`config.mk`:
```
export PLATFORM = sky130hd
export DESIGN_NAME = tbi_div
export DESIGN_NICKNAME = d
export VERILOG_FILES = /design/src/tbi_pkg.sv /design/src/tbi_div.sv
export SDC_FILE = /design/constraint.sdc
export NUM_CORES = 1
export LEC_CHECK = 0
export ABC_CLOCK_PERIOD_IN_PS = 3200
export BUFFER_PORTS_ARGS = -buffer_cell sky130_fd_sc_hd__buf_2
export CAP_MARGIN = 40
export CORE_UTILIZATION = 25
export CTS_CLUSTER_DIAMETER = 30
export CTS_CLUSTER_SIZE = 10
export DETAILED_ROUTE_END_ITERATION = 10
export GPL_ROUTABILITY_DRIVEN = 1
export HOLD_SLACK_MARGIN = 0.06
export PLACE_DENSITY = 0.54
export SLEW_MARGIN = 25
export SYNTH_ARGS = -nofsm -noshare
export SYNTH_HDL_FRONTEND = slang
export SYNTH_SLANG_ARGS = --single-unit
export TNS_END_PERCENT = 50
```
`constraint.sdc`:
```
create_clock -name clk -period 3.2 [get_ports clk]
set_input_delay 0.48 -clock clk [delete_from_list [all_inputs] [get_ports clk]]
set_output_delay 0.48 -clock clk [all_outputs]
set_load 0.02 [all_outputs]
```
`src/tbi_pkg.sv`:
```
// Shared types and constants for the table bilinear interpolator.
// Used by the channel interfaces, the divider and the top level.
`default_nettype none

package tbi_pkg;

	localparam int MAX_X_POINTS = 32;
	localparam int MAX_Y_POINTS = 32;
	localparam int IDX_W        = 5;
	localparam int CNT_W        = 6;
	localparam int ADDR_W       = 10;
	localparam int VAL_W        = 32;
	localparam int GRID_DEPTH   = MAX_X_POINTS * MAX_Y_POINTS;
	localparam int PADDR_W      = 3;

	// serial divider: |pos - low| << 16 over |up - low|
	localparam int DIV_NUM_W = 48;
	localparam int DIV_DEN_W = 32;
	localparam int DIV_CNT_W = 6;

	typedef enum logic [1:0] {
		OP_WR_X    = 2'd0,
		OP_WR_Y    = 2'd1,
		OP_WR_GRID = 2'd2,
		OP_QUERY   = 2'd3
	} op_t;

	typedef enum logic [1:0] {
		MODE_CORNER   = 2'd0,
		MODE_LERP_X   = 2'd1,
		MODE_LERP_Y   = 2'd2,
		MODE_BILINEAR = 2'd3
	} mode_t;

	typedef enum logic {
		REG_X_COUNT = 1'b0,
		REG_Y_COUNT = 1'b1
	} reg_idx_t;

	typedef enum logic [3:0] {
		ST_IDLE,
		ST_SCAN_X,
		ST_SCAN_Y,
		ST_ROW,
		ST_FETCH,
		ST_SETUP,
		ST_START,
		ST_DIV,
		ST_SAT,
		ST_MUL,
		ST_SCALE,
		ST_SUM,
		ST_NEXT,
		ST_DONE
	} state_t;

	typedef struct packed {
		op_t                      opcode;
		logic [ADDR_W-1:0]        address;
		logic signed [VAL_W-1:0]  write_value;
		logic signed [VAL_W-1:0]  query_x;
		logic signed [VAL_W-1:0]  query_y;
		mode_t                    mode;
	} cmd_item_t;

	typedef struct packed {
		logic signed [VAL_W-1:0]  result_value;
		logic [IDX_W-1:0]         x_index;
		logic [IDX_W-1:0]         y_index;
	} rsp_item_t;

endpackage

`default_nettype wire

```
`src/tbi_div.sv`:
```
// Restoring unsigned divider, one quotient bit per cycle.
// Depends on tbi_pkg for operand widths.
`default_nettype none

module tbi_div (
	input  logic                          clk,
	input  logic                          arst_n,
	input  logic                          start,
	input  logic [tbi_pkg::DIV_NUM_W-1:0] dividend,
	input  logic [tbi_pkg::DIV_DEN_W-1:0] divisor,
	output logic                          done,
	output logic [tbi_pkg::DIV_NUM_W-1:0] quotient
);
	import tbi_pkg::*;

	localparam logic [DIV_CNT_W-1:0] LAST_STEP = DIV_CNT_W'(DIV_NUM_W - 1);

	logic                 busy_q;
	logic                 done_q;
	logic [DIV_CNT_W-1:0] cnt_q;
	logic [DIV_DEN_W-1:0] rem_q;
	logic [DIV_DEN_W-1:0] den_q;
	logic [DIV_NUM_W-1:0] dq_q;

	logic [DIV_DEN_W:0]   trial;
	logic                 ge;
	logic [DIV_DEN_W:0]   diff;

	always_comb begin
		trial = {rem_q, dq_q[DIV_NUM_W-1]};
		ge    = trial >= {1'b0, den_q};
		diff  = trial - {1'b0, den_q};
	end

	always_ff @(posedge clk or negedge arst_n) begin
		if (!arst_n) begin
			busy_q <= 1'b0;
			done_q <= 1'b0;
			cnt_q  <= '0;
		end else if (start) begin
			busy_q <= 1'b1;
			done_q <= 1'b0;
			cnt_q  <= '0;
		end else if (busy_q) begin
			cnt_q  <= cnt_q + 1'b1;
			done_q <= cnt_q == LAST_STEP;
			busy_q <= cnt_q != LAST_STEP;
		end else begin
			done_q <= 1'b0;
		end
	end

	// remainder stays below the divisor, so its top bit is dropped
	always_ff @(posedge clk) begin
		if (start) begin
			rem_q <= '0;
			den_q <= divisor;
			dq_q  <= dividend;
		end else if (busy_q) begin
			rem_q <= ge ? diff[DIV_DEN_W-1:0] : trial[DIV_DEN_W-1:0];
			dq_q  <= {dq_q[DIV_NUM_W-2:0], ge};
		end
	end

	assign done     = done_q;
	assign quotient = dq_q;

endmodule

`default_nettype wire

```
---- Yosys cells after proc, flatten, opt, wreduce, memory -nomap -nowiden ----
Cells that the tools add are included.
storage, ports and cells
  register bits after elaboration ......... 120
  output and inout port bits .............. 49
operators by class
  mux-type cells .......................... 9
  magnitude comparators ................... 1
  eq/ne operators ......................... 2
  add/sub/neg operators ................... 2
  reductions and logical operators ........ 1
operators with widths
  cell                   number
  $mux W48               2
  $ge A33 B32 Y1         1
  $mux W32               1
  $sub A32 B32 Y32       1
  $mux W6                2
  $add A6 B1 Y6 const B  1
  $eq A6 B6 Y1 const B   1
  $ne A6 B6 Y1 const B   1
  $mux W1                4
  $reduce_bool A2 Y1     1

---- Logic depth before layout (Yosys ltp) ----
Gate-level depths: netlist of the first run.
  word-level depth ........................ 3
  mapped depth ............................ 15
  mapped depth without buffers ............ 13

---- Least setup slack after synthesis of the first run ----
Ideal clock, no wire load.
  path type ............................... flip-flop to flip-flop
  from .................................... register dq_q[47] (netlist: quotient[47])
  to ...................................... register rem_q[28]
  setup time .............................. 0.071 ns
  path buffers ............................ 0
  setup slack ............................. 0.202 ns
  cell stages (with the launch flop) ...... 14
  data required time ...................... 3.129 ns
  arrival ................................. 2.928 ns
  path through ............................ edfxtp_1 inv_1 ha_1 fa_1 and2b_1 o31a_1 o21ai_0 o31ai_2 a21oi_1 o21ai_2 a31o_2 mux2i_1 a221o_1 a21oi_1
between the ends
  cells in the longest elaborated chain, start to end .. 2
  elaborated cells between the ends (all ways) .. 3
  classes of those cells .................. add/sub (1); order compare (1); mux (1)
RTL lines
  what                                                       RTL line                      source
  from (decl)                                                tbi_div.sv:23                 logic [DIV_NUM_W-1:0] dq_q;
  from (signal assigned)                                     tbi_div.sv:58                 dq_q <= dividend;
  from (signal assigned)                                     tbi_div.sv:61                 dq_q <= {dq_q[DIV_NUM_W-2:0], ge};
  $sub A32 B32 Y32 / $ge A33 B32 Y1 (equally long branches)  tbi_div.sv:32, tbi_div.sv:31
  $mux W32 (*)                                               tbi_div.sv:60                 rem_q <= ge ? diff[DIV_DEN_W-1:0] : trial[DIV_DEN_W-1:0];
  to (signal assigned)                                       tbi_div.sv:60
  to (decl)                                                  tbi_div.sv:21                 logic [DIV_DEN_W-1:0] rem_q;
Every way passes the cells marked *; elsewhere a longest branch is shown, timed or not.
A chain may end at the register's enable or synchronous reset.

---- Worst setup path in the final report of the first run ----
Ends and elaborated chain as after synthesis.

==> flow_results.xml, run 1 <==
<?xml version="1.0" encoding="UTF-8"?>
<metrics>
  <group name="setup_path">
    <metric name="critical_path_buf_inv_count" unit="">1</metric>
    <metric name="setup.worst_path.start_class" unit="">flop</metric>
    <metric name="rr_startpoint" unit="">quotient[47]$_DFFE_PP_</metric>
    <metric name="slowest_library_cell_on_the_worst_path" unit="">sky130_fd_sc_hd__fa_1</metric>
    <metric name="r2r_setup_slack" unit="ns">0.21</metric>
    <metric name="rr_worst_depth" unit="">13</metric>
    <metric name="crit_family" unit="">compound AO/OA/AOI/OAI gates</metric>
    <metric name="cp_slowest_stage_delay" unit="ns">0.37</metric>
    <metric name="worst_flop_to_flop_path_endpoint" unit="">rem_q[28]$_SDFFE_PP0P_</metric>
    <metric name="critical_path_depth" unit="">13</metric>
    <metric name="timing_worst_setup_path_type" unit="">reg2reg</metric>
    <metric name="critical_path.max_fanout" unit="">4</metric>
    <metric name="worst_ep_arrival_time" unit="ns">3.34</metric>
    <metric name="critical_path.endpoint_type" unit="">flop</metric>
    <metric name="required" unit="ns">3.55</metric>
    <metric name="worstPathCellList" unit="">inv_1 -&gt; ha_1 -&gt; fa_1 -&gt; and2b_1 -&gt; o31a_1 -&gt; o21ai_1 -&gt; o31ai_2 -&gt; a21oi_2 -&gt; o21ai_2 -&gt; a31o_2 -&gt; mux2i_1 -&gt; a221o_1 -&gt; a21oi_1</metric>
  </group>
  <group name="cts">
    <metric name="tritoncts_num_sinks" unit="">120</metric>
    <metric name="h-tree-depth" unit="">4</metric>
    <metric name="cts_root_buffer" unit="">sky130_fd_sc_hd__clkbuf_16</metric>
    <metric name="numCtsBuffers" unit="">17</metric>
    <metric name="cts_buffer_depth" unit="">2</metric>
    <metric name="clock_insertion_delay_worst_skew" unit="ns">0.42</metric>
    <metric name="clock_tree_from_tritoncts" unit="">done</metric>
    <metric name="worst_setup_hold_path_clk_slew" unit="ns">0.06</metric>
  </group>
  <group name="hold_path">
    <metric name="hold_path_class" unit="">in2reg</metric>
    <metric name="launch_point_of_the_worst_hold_path" unit="">divisor[8]</metric>
    <metric name="hold_depth" unit="">1</metric>
    <metric name="whs_endpoint" unit="">den_q[8]$_DFFE_PP_</metric>
  </group>
  <group name="grt">
    <metric name="number_of_global_route_vias_before_repair" unit="">4909</metric>
    <metric name="grt.overflow.total" unit="">0</metric>
    <metric name="grt_first_pass_wirelength" unit="mm">25.1</metric>
    <metric name="grt_max_degree" unit="">67</metric>
    <metric name="grt_antenna_before_repair" unit="">2</metric>
    <metric name="globalRouteTotalUtil" unit="">0.123</metric>
  </group>
  <group name="sta">
    <metric name="unrepaired_setup_endpoints_after_global_routing" unit="">true</metric>
    <metric name="max_freq" unit="MHz">335</metric>
    <metric name="finalCritPeriodShare" unit="">0.934</metric>
    <metric name="max-slew-margin-rel" unit="">0.622</metric>
    <metric name="hold_ws" unit="ns">0.236</metric>
    <metric name="slew_at_the_pin_closest_to_its_max_slew_limit" unit="ns">0.566</metric>
    <metric name="drv_slew" unit="">0</metric>
    <metric name="finalSetupViolCount" unit="">0</metric>
    <metric name="finClkSkew" unit="ns">0.0108</metric>
    <metric name="finalHoldViolations" unit="">0</metric>
    <metric name="layout_min_cycle_time" unit="ns">2.99</metric>
    <metric name="setup-tns-final" unit="ns">0</metric>
    <metric name="final_critical_path_setup_slack" unit="ns">0.212</metric>
  </group>
  <group name="die">
    <metric name="floorplan.die_area" unit="um^2">26400</metric>
    <metric name="design.core.area" unit="um^2">25300</metric>
    <metric name="ios" unit="">132</metric>
    <metric name="placementRows" unit="">58</metric>
    <metric name="initial_utilization" unit="">0.255</metric>
    <metric name="y_dimension_of_the_die" unit="um">162</metric>
    <metric name="die_w" unit="um">162</metric>
  </group>
  <group name="placed_design">
    <metric name="place_inst" unit="">1038</metric>
    <metric name="place.port_buffers" unit="">131</metric>
    <metric name="placed_cell_area" unit="um^2">7530</metric>
    <metric name="globalplace.congestion" unit="">0.772</metric>
    <metric name="post-place-ws" unit="ns">0.172</metric>
    <metric name="post-dp-hpwl" unit="mm">11.1</metric>
  </group>
  <group name="final_layout">
    <metric name="area_delta_synth_final" unit="%">26.8</metric>
    <metric name="drive_above_1_share" unit="">0.327</metric>
    <metric name="final_cell_area" unit="um^2">8160</metric>
    <metric name="final_net_count" unit="">848</metric>
    <metric name="finish.cell_count_without_fillers" unit="">1075</metric>
  </group>
  <group name="yosys">
    <metric name="leading_register_cell_type_out_of_synthesis" unit="">sky130_fd_sc_hd__edfxtp_1</metric>
    <metric name="ys_seq_elements" unit="">120</metric>
    <metric name="synth_top_area_frac" unit="">0.373</metric>
    <metric name="synth_edf_count" unit="">80</metric>
    <metric name="dominant_combinational_cell_family_by_area_after_synthesis" unit="">compound AO/OA/AOI/OAI gates</metric>
    <metric name="synthesis.area" unit="um^2">6440</metric>
    <metric name="synth_simple_gate_area_share" unit="">0.0987</metric>
    <metric name="synthAdderAreaFrac" unit="">0.0672</metric>
    <metric name="synthCells" unit="">589</metric>
    <metric name="yosys.area_share.xor_xnor" unit="">0.0354</metric>
    <metric name="synth-seq-area-share" unit="">0.504</metric>
    <metric name="compound_cell_area_share_of_the_yosys_netlist" unit="">0.155</metric>
    <metric name="muxShareOfSynthArea" unit="">0.0980</metric>
    <metric name="ys_types" unit="">67</metric>
    <metric name="synthDominantAreaCellType" unit="">sky130_fd_sc_hd__edfxtp_1</metric>
    <metric name="yosysWarnings" unit="">0</metric>
    <metric name="synth.cells.most_frequent" unit="">sky130_fd_sc_hd__edfxtp_1, sky130_fd_sc_hd__nor2_1, sky130_fd_sc_hd__a21oi_1, sky130_fd_sc_hd__mux2_2, sky130_fd_sc_hd__inv_1</metric>
    <metric name="synth_async_sr_flop_share" unit="">0.0667</metric>
    <metric name="synth.top_cells.by_area" unit="">sky130_fd_sc_hd__edfxtp_1, sky130_fd_sc_hd__dfxtp_1, sky130_fd_sc_hd__mux2_2</metric>
    <metric name="synth.most_common_cell" unit="">sky130_fd_sc_hd__edfxtp_1</metric>
    <metric name="number_of_nets_produced_by_synthesis" unit="">706</metric>
    <metric name="synth_area_per_cell" unit="um^2">10.9</metric>
  </group>
  <group name="route">
    <metric name="via_count_normalized_by_instance_count" unit="">4.51</metric>
    <metric name="drt_pass1_iterations" unit="">4</metric>
    <metric name="drt-wirelength-per-cell" unit="um">14.7</metric>
    <metric name="drt.antenna.violating_nets" unit="">0</metric>
    <metric name="detailedRoute.firstIterationViolations" unit="">241</metric>
    <metric name="totalWireLength" unit="mm">15.8</metric>
    <metric name="vias" unit="">4845</metric>
    <metric name="drt_drc_violations_left" unit="">0</metric>
  </group>
  <group name="job">
    <metric name="cap_violations" unit="">0</metric>
  </group>
  <group name="status">
    <metric name="outcome" unit="">completed</metric>
  </group>
  <group name="pwr">
    <metric name="power_density" unit="nW/um^2">801</metric>
    <metric name="leakagePower" unit="nW">3.51</metric>
    <metric name="ir_worst_vdd" unit="V">0.000402</metric>
  </group>
</metrics>
==> sequential cells by signal (all words and copies together), names as in the netlist <==
name      cells
done          1
rem_q        32
den_q        32
busy_q        1
cnt_q         6
quotient     48
==> placed cells by master, fill, tap and decap left out, drive strengths merged, types with 2 or more instances in the layout <==
master | Yosys | final
dfrtp | 8 | 8
a21oi | 56 | 56
inv | 44 | 46
buf | 8 | 144
nand3 | 8 | 8
o211ai | 2 | 2
dfxtp | 32 | 32
and2 | 5 | 5
a211oi | 18 | 18
nor3 | 4 | 4
o21ai | 35 | 35
clkinvlp | 0 | 3
nand3b | 2 | 2
nor2b | 2 | 2
edfxtp | 80 | 80
nand2b | 6 | 6
o21bai | 3 | 3
mux2 | 48 | 48
o21a | 3 | 3
ha | 33 | 33
xnor2 | 10 | 10
o31ai | 2 | 2
clkinv | 0 | 6
and3 | 3 | 3
mux2i | 9 | 9
or3 | 2 | 2
a21o | 11 | 11
nand2 | 31 | 31
or2 | 2 | 2
a32oi | 4 | 4
o311a | 1 | 2
a22o | 4 | 4
xor2 | 16 | 16
clkbuf | 15 | 19
nor2 | 57 | 57
nand4 | 7 | 7
bufinv | 0 | 2
==> through the flow <==
step	util	power, W
4_1_cts	0.321	0.00655
6_report	0.323	0.00654
5_1_grt	0.323	0.00698
2_1_floorplan	-	0.00404
3_5_place_dp	0.298	0.00460
3_3_place_gp	0.298	0.00461
==> how the worst max path moves through the flow <==
stage | startpoint | to | slack [ns]
4_1_cts | den_q[3]$_DFFE_PP_ | rem_q[12]$_SDFFE_PP0P_ | 0.16
3_5_place_dp | quotient[47]$_DFFE_PP_ | rem_q[28]$_SDFFE_PP0P_ | 0.17
3_3_place_gp | den_q[14]$_DFFE_PP_ | rem_q[12]$_SDFFE_PP0P_ | 0.23
2_1_floorplan | quotient[47]$_DFFE_PP_ | rem_q[28]$_SDFFE_PP0P_ | 0.20
6_report | quotient[47]$_DFFE_PP_ | rem_q[28]$_SDFFE_PP0P_ | 0.21
5_1_grt | quotient[47]$_DFFE_PP_ | rem_q[28]$_SDFFE_PP0P_ | -0.04
==> layout make-up <==
class	instances	area, um^2
fill	2661	17100
sequential	120	3240
tap	330	413
timing repair buffer	145	803
clock buffer	19	433
clock inverter	13	149
multi-input combinational	403	2950
inverter	44	165
antenna	1	2.50
==> logic make-up (layout without fill, tap and decap cells) <==
family,Yosys count,in the layout
flops,120,120
buf+inv,67,221
xor+xnor,26,26
simple gates,133,133
fa+ha+maj,34,34
mux,57,57
other cells,0,1
compound gates,152,153
==> report_power, final <==
group | internal, W | leakage, nW | switching [W]
registers | 0.00196 | 1.19 | 0.000201
clock network | 0.00115 | 0.274 | 0.000743
logic | 0.00108 | 2.05 | 0.00140
==> metal layers <==
| metal | vias to the layer above | routed length (um) | global-route usage |
|---|---|---|---|
| met5 | - | 17 | 0 |
| li1 | 2438 | - | - |
| met3 | 16 | 1300 | 0.0499 |
| met4 | 2 | 234 | 0.0459 |
| met1 | 2243 | 7130 | 0.150 |
| met2 | 146 | 7110 | 0.195 |
==> timing repair <==
item | 4_1_cts | 5_1_grt
endpoints found under the setup margin | 0 | 18
endpoints found under the hold margin | 8 | 0
hold buffers | 1 | 0
gates resized for setup | 0 | 4
buffers inserted | 0 | 2
Note: power is estimated with default switching activity, not from simulation.
==> run 2, diff against run 1 <==
--- a/config.mk
+++ b/config.mk
@@ -7,7 +7,7 @@
 export LEC_CHECK = 0
 export ABC_CLOCK_PERIOD_IN_PS = 3200
 export BUFFER_PORTS_ARGS = -buffer_cell sky130_fd_sc_hd__buf_2
-export CAP_MARGIN = 40
+export CAP_MARGIN = 15
 export CORE_UTILIZATION = 25
 export CTS_CLUSTER_DIAMETER = 30
 export CTS_CLUSTER_SIZE = 10
@@ -15,6 +15,7 @@
 export GPL_ROUTABILITY_DRIVEN = 1
 export HOLD_SLACK_MARGIN = 0.06
 export PLACE_DENSITY = 0.54
+export REMOVE_ABC_BUFFERS = 1
 export SLEW_MARGIN = 25
 export SYNTH_ARGS = -nofsm -noshare
 export SYNTH_HDL_FRONTEND = slang
==> run 2 against run 1 <==
Net effect: design area is 0.95% higher; worst setup slack worse by 0.048 ns; sequential power about the same; combinational power is 2% higher; maximum frequency shrank 1.6%; clock skew is 0.00086 ns higher; core utilization is 0.31 points higher; via count is essentially flat; first-iteration DRC count decreased by 0.41%; final cell count up 0.19%; die area unchanged; sequential cell count stayed put; largest cell class unchanged.
==> flow_results.xml, run 2 (synthesis gave the netlist of run 1 again) <==
<?xml version="1.0" encoding="UTF-8"?>
<metrics>
  <group name="grt">
    <metric name="grt_first_pass_wirelength" unit="mm">24.9</metric>
    <metric name="grt.overflow.total" unit="">0</metric>
    <metric name="globalRouteTotalUtil" unit="">0.120</metric>
    <metric name="grt_antenna_before_repair" unit="">0</metric>
    <metric name="grt_max_degree" unit="">107</metric>
    <metric name="number_of_global_route_vias_before_repair" unit="">4909</metric>
  </group>
  <group name="placed_design">
    <metric name="globalplace.congestion" unit="">0.813</metric>
    <metric name="post-dp-hpwl" unit="mm">10.7</metric>
    <metric name="place.port_buffers" unit="">131</metric>
    <metric name="placed_cell_area" unit="um^2">7520</metric>
  </group>
  <group name="die">
    <metric name="placementRows" unit="">58</metric>
    <metric name="floorplan.die_area" unit="um^2">26400</metric>
    <metric name="die_w" unit="um">162</metric>
    <metric name="design.core.area" unit="um^2">25300</metric>
    <metric name="initial_utilization" unit="">0.255</metric>
    <metric name="ios" unit="">132</metric>
    <metric name="y_dimension_of_the_die" unit="um">162</metric>
  </group>
  <group name="route">
    <metric name="drt-wirelength-per-cell" unit="um">14.3</metric>
    <metric name="wl_met3" unit="um">950</metric>
    <metric name="vias" unit="">4842</metric>
    <metric name="drt.antenna.violating_nets" unit="">0</metric>
    <metric name="detailedRoute.firstIterationViolations" unit="">240</metric>
    <metric name="wl_met1" unit="mm">7.42</metric>
    <metric name="topRoutingLayerUsed" unit="">met4</metric>
    <metric name="totalWireLength" unit="mm">15.4</metric>
    <metric name="via_count_normalized_by_instance_count" unit="">4.50</metric>
    <metric name="routed-wl-met2" unit="mm">6.88</metric>
    <metric name="drt_pass1_iterations" unit="">4</metric>
    <metric name="drt_drc_violations_left" unit="">0</metric>
  </group>
  <group name="cts">
    <metric name="cts_root_buffer" unit="">sky130_fd_sc_hd__clkbuf_16</metric>
    <metric name="numCtsBuffers" unit="">17</metric>
    <metric name="clock_tree_from_tritoncts" unit="">done</metric>
    <metric name="h-tree-depth" unit="">4</metric>
    <metric name="worst_setup_hold_path_clk_slew" unit="ns">0.06</metric>
    <metric name="tritoncts_num_sinks" unit="">120</metric>
    <metric name="clock_insertion_delay_worst_skew" unit="ns">0.41</metric>
    <metric name="cts_buffer_depth" unit="">2</metric>
  </group>
  <group name="sta">
    <metric name="slew_at_the_pin_closest_to_its_max_slew_limit" unit="ns">0.568</metric>
    <metric name="max-slew-margin-rel" unit="">0.622</metric>
    <metric name="hold_ws" unit="ns">0.245</metric>
    <metric name="finalHoldViolations" unit="">0</metric>
    <metric name="finalCritPeriodShare" unit="">0.949</metric>
    <metric name="layout_min_cycle_time" unit="ns">3.04</metric>
    <metric name="finalSetupViolCount" unit="">0</metric>
    <metric name="setup-tns-final" unit="ns">0</metric>
    <metric name="max_freq" unit="MHz">329</metric>
    <metric name="drv_slew" unit="">0</metric>
    <metric name="finClkSkew" unit="ns">0.0117</metric>
  </group>
  <group name="status">
    <metric name="outcome" unit="">completed</metric>
  </group>
  <group name="pwr">
    <metric name="ir_worst_vdd" unit="V">0.000461</metric>
    <metric name="share_clk_of_total_power" unit="">0.308</metric>
    <metric name="switching_share" unit="">0.342</metric>
    <metric name="fin_total_pwr" unit="W">0.00676</metric>
    <metric name="switchingPower" unit="W">0.00232</metric>
    <metric name="cell_internal_pwr" unit="W">0.00445</metric>
    <metric name="sequentialPowerShare" unit="">0.319</metric>
    <metric name="comb_power_share" unit="">0.373</metric>
    <metric name="leakagePower" unit="nW">3.55</metric>
    <metric name="power_density" unit="nW/um^2">821</metric>
  </group>
  <group name="setup_path">
    <metric name="timing_worst_setup_path_type" unit="">reg2reg</metric>
    <metric name="worst_ep_arrival_time" unit="ns">3.37</metric>
    <metric name="critical_path_buf_inv_count" unit="">1</metric>
    <metric name="required" unit="ns">3.54</metric>
    <metric name="critical_path.endpoint_type" unit="">flop</metric>
    <metric name="worstPathCellList" unit="">inv_1 -&gt; ha_1 -&gt; fa_1 -&gt; and2b_1 -&gt; o31a_1 -&gt; o21a_1 -&gt; o21ai_0 -&gt; nand2b_1 -&gt; a311o_1 -&gt; a21oi_2 -&gt; xor2_1 -&gt; or3_1 -&gt; a21oi_1</metric>
    <metric name="crit_family" unit="">compound AO/OA/AOI/OAI gates</metric>
    <metric name="setup.worst_path.start_class" unit="">flop</metric>
    <metric name="cp_slowest_stage_delay" unit="ns">0.41</metric>
    <metric name="critical_path_depth" unit="">13</metric>
    <metric name="slowest_library_cell_on_the_worst_path" unit="">sky130_fd_sc_hd__edfxtp_1</metric>
    <metric name="rr_worst_depth" unit="">13</metric>
    <metric name="critical_path.max_fanout" unit="">4</metric>
  </group>
  <group name="final_layout">
    <metric name="layout_common_cells" unit="">sky130_fd_sc_hd__buf_2, sky130_fd_sc_hd__edfxtp_1, sky130_fd_sc_hd__nor2_1, sky130_fd_sc_hd__a21oi_1, sky130_fd_sc_hd__mux2_2</metric>
    <metric name="largest_register_ff_count" unit="">48</metric>
    <metric name="insertedDiodeCount" unit="">0</metric>
    <metric name="final_cell_area" unit="um^2">8240</metric>
    <metric name="drive_above_1_share" unit="">0.332</metric>
    <metric name="final_net_count" unit="">851</metric>
    <metric name="area_delta_synth_final" unit="%">28.0</metric>
    <metric name="layout_commonest_cell" unit="">sky130_fd_sc_hd__buf_2</metric>
  </group>
  <group name="job">
    <metric name="cap_violations" unit="">0</metric>
  </group>
  <group name="hold_path">
    <metric name="hold_path_class" unit="">in2reg</metric>
    <metric name="hold_depth" unit="">1</metric>
  </group>
</metrics>
run 2: cell types whose count changed in the layout (fill, tap and decap cells not counted), moves of 2 or more:
cell                        before  now
sky130_fd_sc_hd__a21oi_1        51   49
sky130_fd_sc_hd__bufinv_16       2    5
sky130_fd_sc_hd__buf_4          11   16
sky130_fd_sc_hd__clkinv_4        5    1
sky130_fd_sc_hd__a21oi_2         3    5
sky130_fd_sc_hd__clkinv_1        0    3
run 2: per-stage QoR:
stage          cells  worst slack [ns]   util
5_1_grt         1077           -0.0123  0.326
3_5_place_dp    1039             0.132  0.298
6_report        1077             0.164  0.326
2_1_floorplan    566             0.202      -
4_1_cts         1072            0.0978  0.323
3_3_place_gp    1039             0.204  0.298
run 2: path summary, 6_finish.rpt:
kind	from	to	slack (ns)
max	quotient[47]$_DFFE_PP_	rem_q[12]$_SDFFE_PP0P_	0.16
min	divisor[19]	den_q[19]$_DFFE_PP_	0.24
max reg2reg	quotient[47]$_DFFE_PP_	rem_q[12]$_SDFFE_PP0P_	0.16
min reg2reg	rem_q[31]$_SDFFE_PP0P_	rem_q[31]$_SDFFE_PP0P_	0.46
max in group asynchronous	arst_n	cnt_q[0]$_DFFE_PN0P_	2.58
min in group asynchronous	arst_n	cnt_q[3]$_DFFE_PN0P_	0.44
run 2: per-layer routing:
| metal | vias up | track usage |
|---|---|---|
| met4 | 0 | 0.0309 |
| li1 | 2434 | - |
| met5 | - | 0 |
| met2 | 120 | 0.188 |
| met1 | 2278 | 0.156 |
| met3 | 10 | 0.0425 |
run 2: power by group through the flow:
stage	clock (W)	sequential (W)	combinational (W)
after floorplan	0	0.00223	0.00174
after global placement	0	0.00218	0.00244
after detailed placement	0	0.00218	0.00244
after CTS	0.00214	0.00216	0.00246
after global routing	0.00221	0.00220	0.00282
final	0.00208	0.00216	0.00252
run 2: area by class of cell:
type | instances | area, um^2
multi-input combinational | 402 | 2960
sequential | 120 | 3240
timing repair buffer | 149 | 821
tap | 330 | 413
inverter | 44 | 165
clock inverter | 14 | 204
fill | 2643 | 17000
clock buffer | 18 | 429
run 2: repair_timing:
| action | in CTS | in global routing |
|---|---|---|
| resized for setup | 0 | 9 |
| hold endpoints to repair | 8 | 0 |
| hold buffers | 1 | 0 |
| buffers inserted | 0 | 5 |
| endpoints found under the setup margin | 0 | 6 |
==> run 3, diff against run 2 <==
--- a/config.mk
+++ b/config.mk
@@ -8,6 +8,7 @@
 export ABC_CLOCK_PERIOD_IN_PS = 3200
 export BUFFER_PORTS_ARGS = -buffer_cell sky130_fd_sc_hd__buf_2
 export CAP_MARGIN = 15
+export CORE_ASPECT_RATIO = 0.5
 export CORE_UTILIZATION = 25
 export CTS_CLUSTER_DIAMETER = 30
 export CTS_CLUSTER_SIZE = 10
==> run 3 against run 2 <==
Net effect: design area shrank 0.73%; clock-buffer cell count grew 3; die area grew 0.15%; critical path depth is the same; critical path type unchanged; sequential cell count is the same; global-route usage shrank 0.19 points; total power shrank 3.7%; wire length shrank 0.65%; non-clock buffer count shrank 2; combinational power shrank 2%; worst hold slack lost 0.020 ns; highest routed layer unchanged; largest power group unchanged.
==> flow_results.xml, run 3 (synthesis gave the netlist of run 1 again) <==
<?xml version="1.0" encoding="UTF-8"?>
<metrics>
  <group name="setup_path">
    <metric name="r2r_setup_slack" unit="ns">0.16</metric>
    <metric name="critical_path.max_fanout" unit="">4</metric>
    <metric name="rr_startpoint" unit="">quotient[47]$_DFFE_PP_</metric>
    <metric name="worstPathCellList" unit="">inv_1 -&gt; ha_1 -&gt; fa_2 -&gt; and2b_1 -&gt; o31a_1 -&gt; o21ai_1 -&gt; o31ai_2 -&gt; a21oi_2 -&gt; o21ai_2 -&gt; a31o_2 -&gt; mux2i_1 -&gt; a221o_1 -&gt; a21oi_1</metric>
    <metric name="timing_worst_setup_path_type" unit="">reg2reg</metric>
    <metric name="cp_slowest_stage_delay" unit="ns">0.35</metric>
    <metric name="required" unit="ns">3.56</metric>
    <metric name="worst_ep_arrival_time" unit="ns">3.40</metric>
    <metric name="end_point_of_the_critical_path" unit="">rem_q[28]$_SDFFE_PP0P_</metric>
    <metric name="rr_worst_depth" unit="">13</metric>
    <metric name="critical_path.startpoint" unit="">quotient[47]$_DFFE_PP_</metric>
    <metric name="slowest_library_cell_on_the_worst_path" unit="">sky130_fd_sc_hd__edfxtp_1</metric>
    <metric name="critical_path.endpoint_type" unit="">flop</metric>
    <metric name="worst_flop_to_flop_path_endpoint" unit="">rem_q[28]$_SDFFE_PP0P_</metric>
    <metric name="setup.worst_path.start_class" unit="">flop</metric>
  </group>
  <group name="placed_design">
    <metric name="place.port_buffers" unit="">131</metric>
    <metric name="placed_cell_area" unit="um^2">7550</metric>
    <metric name="globalplace.congestion" unit="">0.830</metric>
    <metric name="post-dp-hpwl" unit="mm">11.0</metric>
  </group>
  <group name="sta">
    <metric name="setup-tns-final" unit="ns">0</metric>
    <metric name="finalCritPeriodShare" unit="">0.950</metric>
    <metric name="max-slew-margin-rel" unit="">0.627</metric>
    <metric name="drv_slew" unit="">0</metric>
    <metric name="unrepaired_setup_endpoints_after_global_routing" unit="">false</metric>
    <metric name="layout_min_cycle_time" unit="ns">3.04</metric>
    <metric name="finalSetupViolCount" unit="">0</metric>
    <metric name="max_freq" unit="MHz">329</metric>
    <metric name="finalHoldViolations" unit="">0</metric>
    <metric name="finClkSkew" unit="ns">0.00983</metric>
    <metric name="slew_at_the_pin_closest_to_its_max_slew_limit" unit="ns">0.559</metric>
  </group>
  <group name="final_layout">
    <metric name="layout_common_cells" unit="">sky130_fd_sc_hd__buf_2, sky130_fd_sc_hd__edfxtp_1, sky130_fd_sc_hd__nor2_1, sky130_fd_sc_hd__a21oi_1, sky130_fd_sc_hd__mux2_2</metric>
    <metric name="final_net_count" unit="">849</metric>
    <metric name="finish.utilization" unit="">0.324</metric>
    <metric name="multi_input_logic_area" unit="um^2">2940</metric>
    <metric name="drive_above_1_share" unit="">0.333</metric>
    <metric name="largest_register_ff_count" unit="">48</metric>
    <metric name="seq_area" unit="um^2">3240</metric>
    <metric name="layout_commonest_cell" unit="">sky130_fd_sc_hd__buf_2</metric>
    <metric name="area_delta_synth_final" unit="%">27.1</metric>
    <metric name="n_fill_cell" unit="">2643</metric>
    <metric name="final_cell_area" unit="um^2">8180</metric>
  </group>
  <group name="cts">
    <metric name="tritoncts_num_sinks" unit="">120</metric>
    <metric name="clock_tree_from_tritoncts" unit="">done</metric>
    <metric name="cts_root_buffer" unit="">sky130_fd_sc_hd__clkbuf_16</metric>
    <metric name="clock_insertion_delay_worst_skew" unit="ns">0.43</metric>
    <metric name="numCtsBuffers" unit="">17</metric>
    <metric name="h-tree-depth" unit="">4</metric>
    <metric name="cts_buffer_depth" unit="">2</metric>
    <metric name="worst_setup_hold_path_clk_slew" unit="ns">0.06</metric>
  </group>
  <group name="pwr">
    <metric name="power_density" unit="nW/um^2">796</metric>
    <metric name="leakagePower" unit="nW">3.51</metric>
    <metric name="ir_worst_vdd" unit="V">0.000358</metric>
    <metric name="fin_total_pwr" unit="W">0.00651</metric>
  </group>
  <group name="route">
    <metric name="vias" unit="">4839</metric>
    <metric name="drt_pass1_iterations" unit="">5</metric>
    <metric name="drt-wirelength-per-cell" unit="um">14.0</metric>
    <metric name="totalWireLength" unit="mm">15.3</metric>
    <metric name="detailedRoute.firstIterationViolations" unit="">174</metric>
    <metric name="via_count_normalized_by_instance_count" unit="">4.44</metric>
    <metric name="drt.antenna.violating_nets" unit="">0</metric>
    <metric name="drt_drc_violations_left" unit="">0</metric>
  </group>
  <group name="job">
    <metric name="cap_violations" unit="">0</metric>
  </group>
  <group name="die">
    <metric name="initial_utilization" unit="">0.255</metric>
    <metric name="y_dimension_of_the_die" unit="um">115</metric>
    <metric name="floorplan.die_area" unit="um^2">26400</metric>
    <metric name="placementRows" unit="">41</metric>
    <metric name="design.core.area" unit="um^2">25200</metric>
    <metric name="ios" unit="">132</metric>
    <metric name="die_w" unit="um">229</metric>
  </group>
  <group name="grt">
    <metric name="grt_max_degree" unit="">40</metric>
    <metric name="grt_first_pass_wirelength" unit="mm">24.2</metric>
    <metric name="number_of_global_route_vias_before_repair" unit="">4677</metric>
    <metric name="grt_antenna_before_repair" unit="">1</metric>
    <metric name="globalRouteTotalUtil" unit="">0.118</metric>
    <metric name="grt.overflow.total" unit="">0</metric>
  </group>
  <group name="hold_path">
    <metric name="hold_path_class" unit="">in2reg</metric>
  </group>
  <group name="status">
    <metric name="outcome" unit="">completed</metric>
  </group>
</metrics>
-- run 3: worst min-delay path by stage --
| stage | from | end | slack [ns] | cells after the start |
|---|---|---|---|---|
| after global routing | divisor[11] | den_q[11]$_DFFE_PP_ | 0.19 | 1 |
| after CTS | divisor[20] | den_q[20]$_DFFE_PP_ | 0.20 | 1 |
| after detailed placement | arst_n | done$_DFF_PN0_ | 0.34 | 1 |
| after floorplan | arst_n | busy_q$_DFF_PN0_ | 0.18 | 0 |
| final | divisor[23] | den_q[23]$_DFFE_PP_ | 0.22 | 1 |
| after global placement | arst_n | done$_DFF_PN0_ | 0.34 | 1 |
-- run 3: metal layers --
metal | global-route usage | wire (um)
met1 | 0.150 | 7480
met2 | 0.193 | 7160
met3 | 0.0404 | 485
met4 | 0.0329 | 170
met5 | 0 | 0
-- run 3: per-stage QoR --
step | setup WS [ns] | cells | hold WS [ns]
after floorplan | 0.202 | 566 | 0.184
after global routing | 0.00345 | 1090 | 0.190
final | 0.160 | 1090 | 0.225
after global placement | 0.222 | 1055 | 0.335
after CTS | 0.102 | 1088 | 0.195
after detailed placement | 0.135 | 1055 | 0.341
-- run 3: final cells by class --
cell class,count,share of cell area
Antenna cell,1,0.000306
Clock buffer,21,0.0615
Clock inverter,11,0.0104
Inverter,44,0.0202
Multi-Input combinational cell,402,0.360
Sequential cell,120,0.397
Tap cell,344,0.0526
Timing Repair Buffer,147,0.0985
-- run 3: worst max-delay path, delay by kind of cell (launching register included) --
kind            cells  cell delay (ns)
buf+inv             1             0.05
compound gates      8             1.69
fa+ha+maj           2             0.57
simple gates        1             0.23
flops               1             0.35
mux                 1             0.07
-- run 3: timing repair --
item                                   4_1_cts  5_1_grt
hold buffers                                 1        0
gates resized for setup                      0        6
setup endpoints to repair                    0        4
setup buffers                                0        1
endpoints found under the hold margin        8        0
-- run 3: power breakdown --
part / total [W] / switching, W / internal, W
clock: 0.00187 / 0.000746 / 0.00113
sequential: 0.00216 / 0.000199 / 0.00196
combinational: 0.00248 / 0.00140 / 0.00108
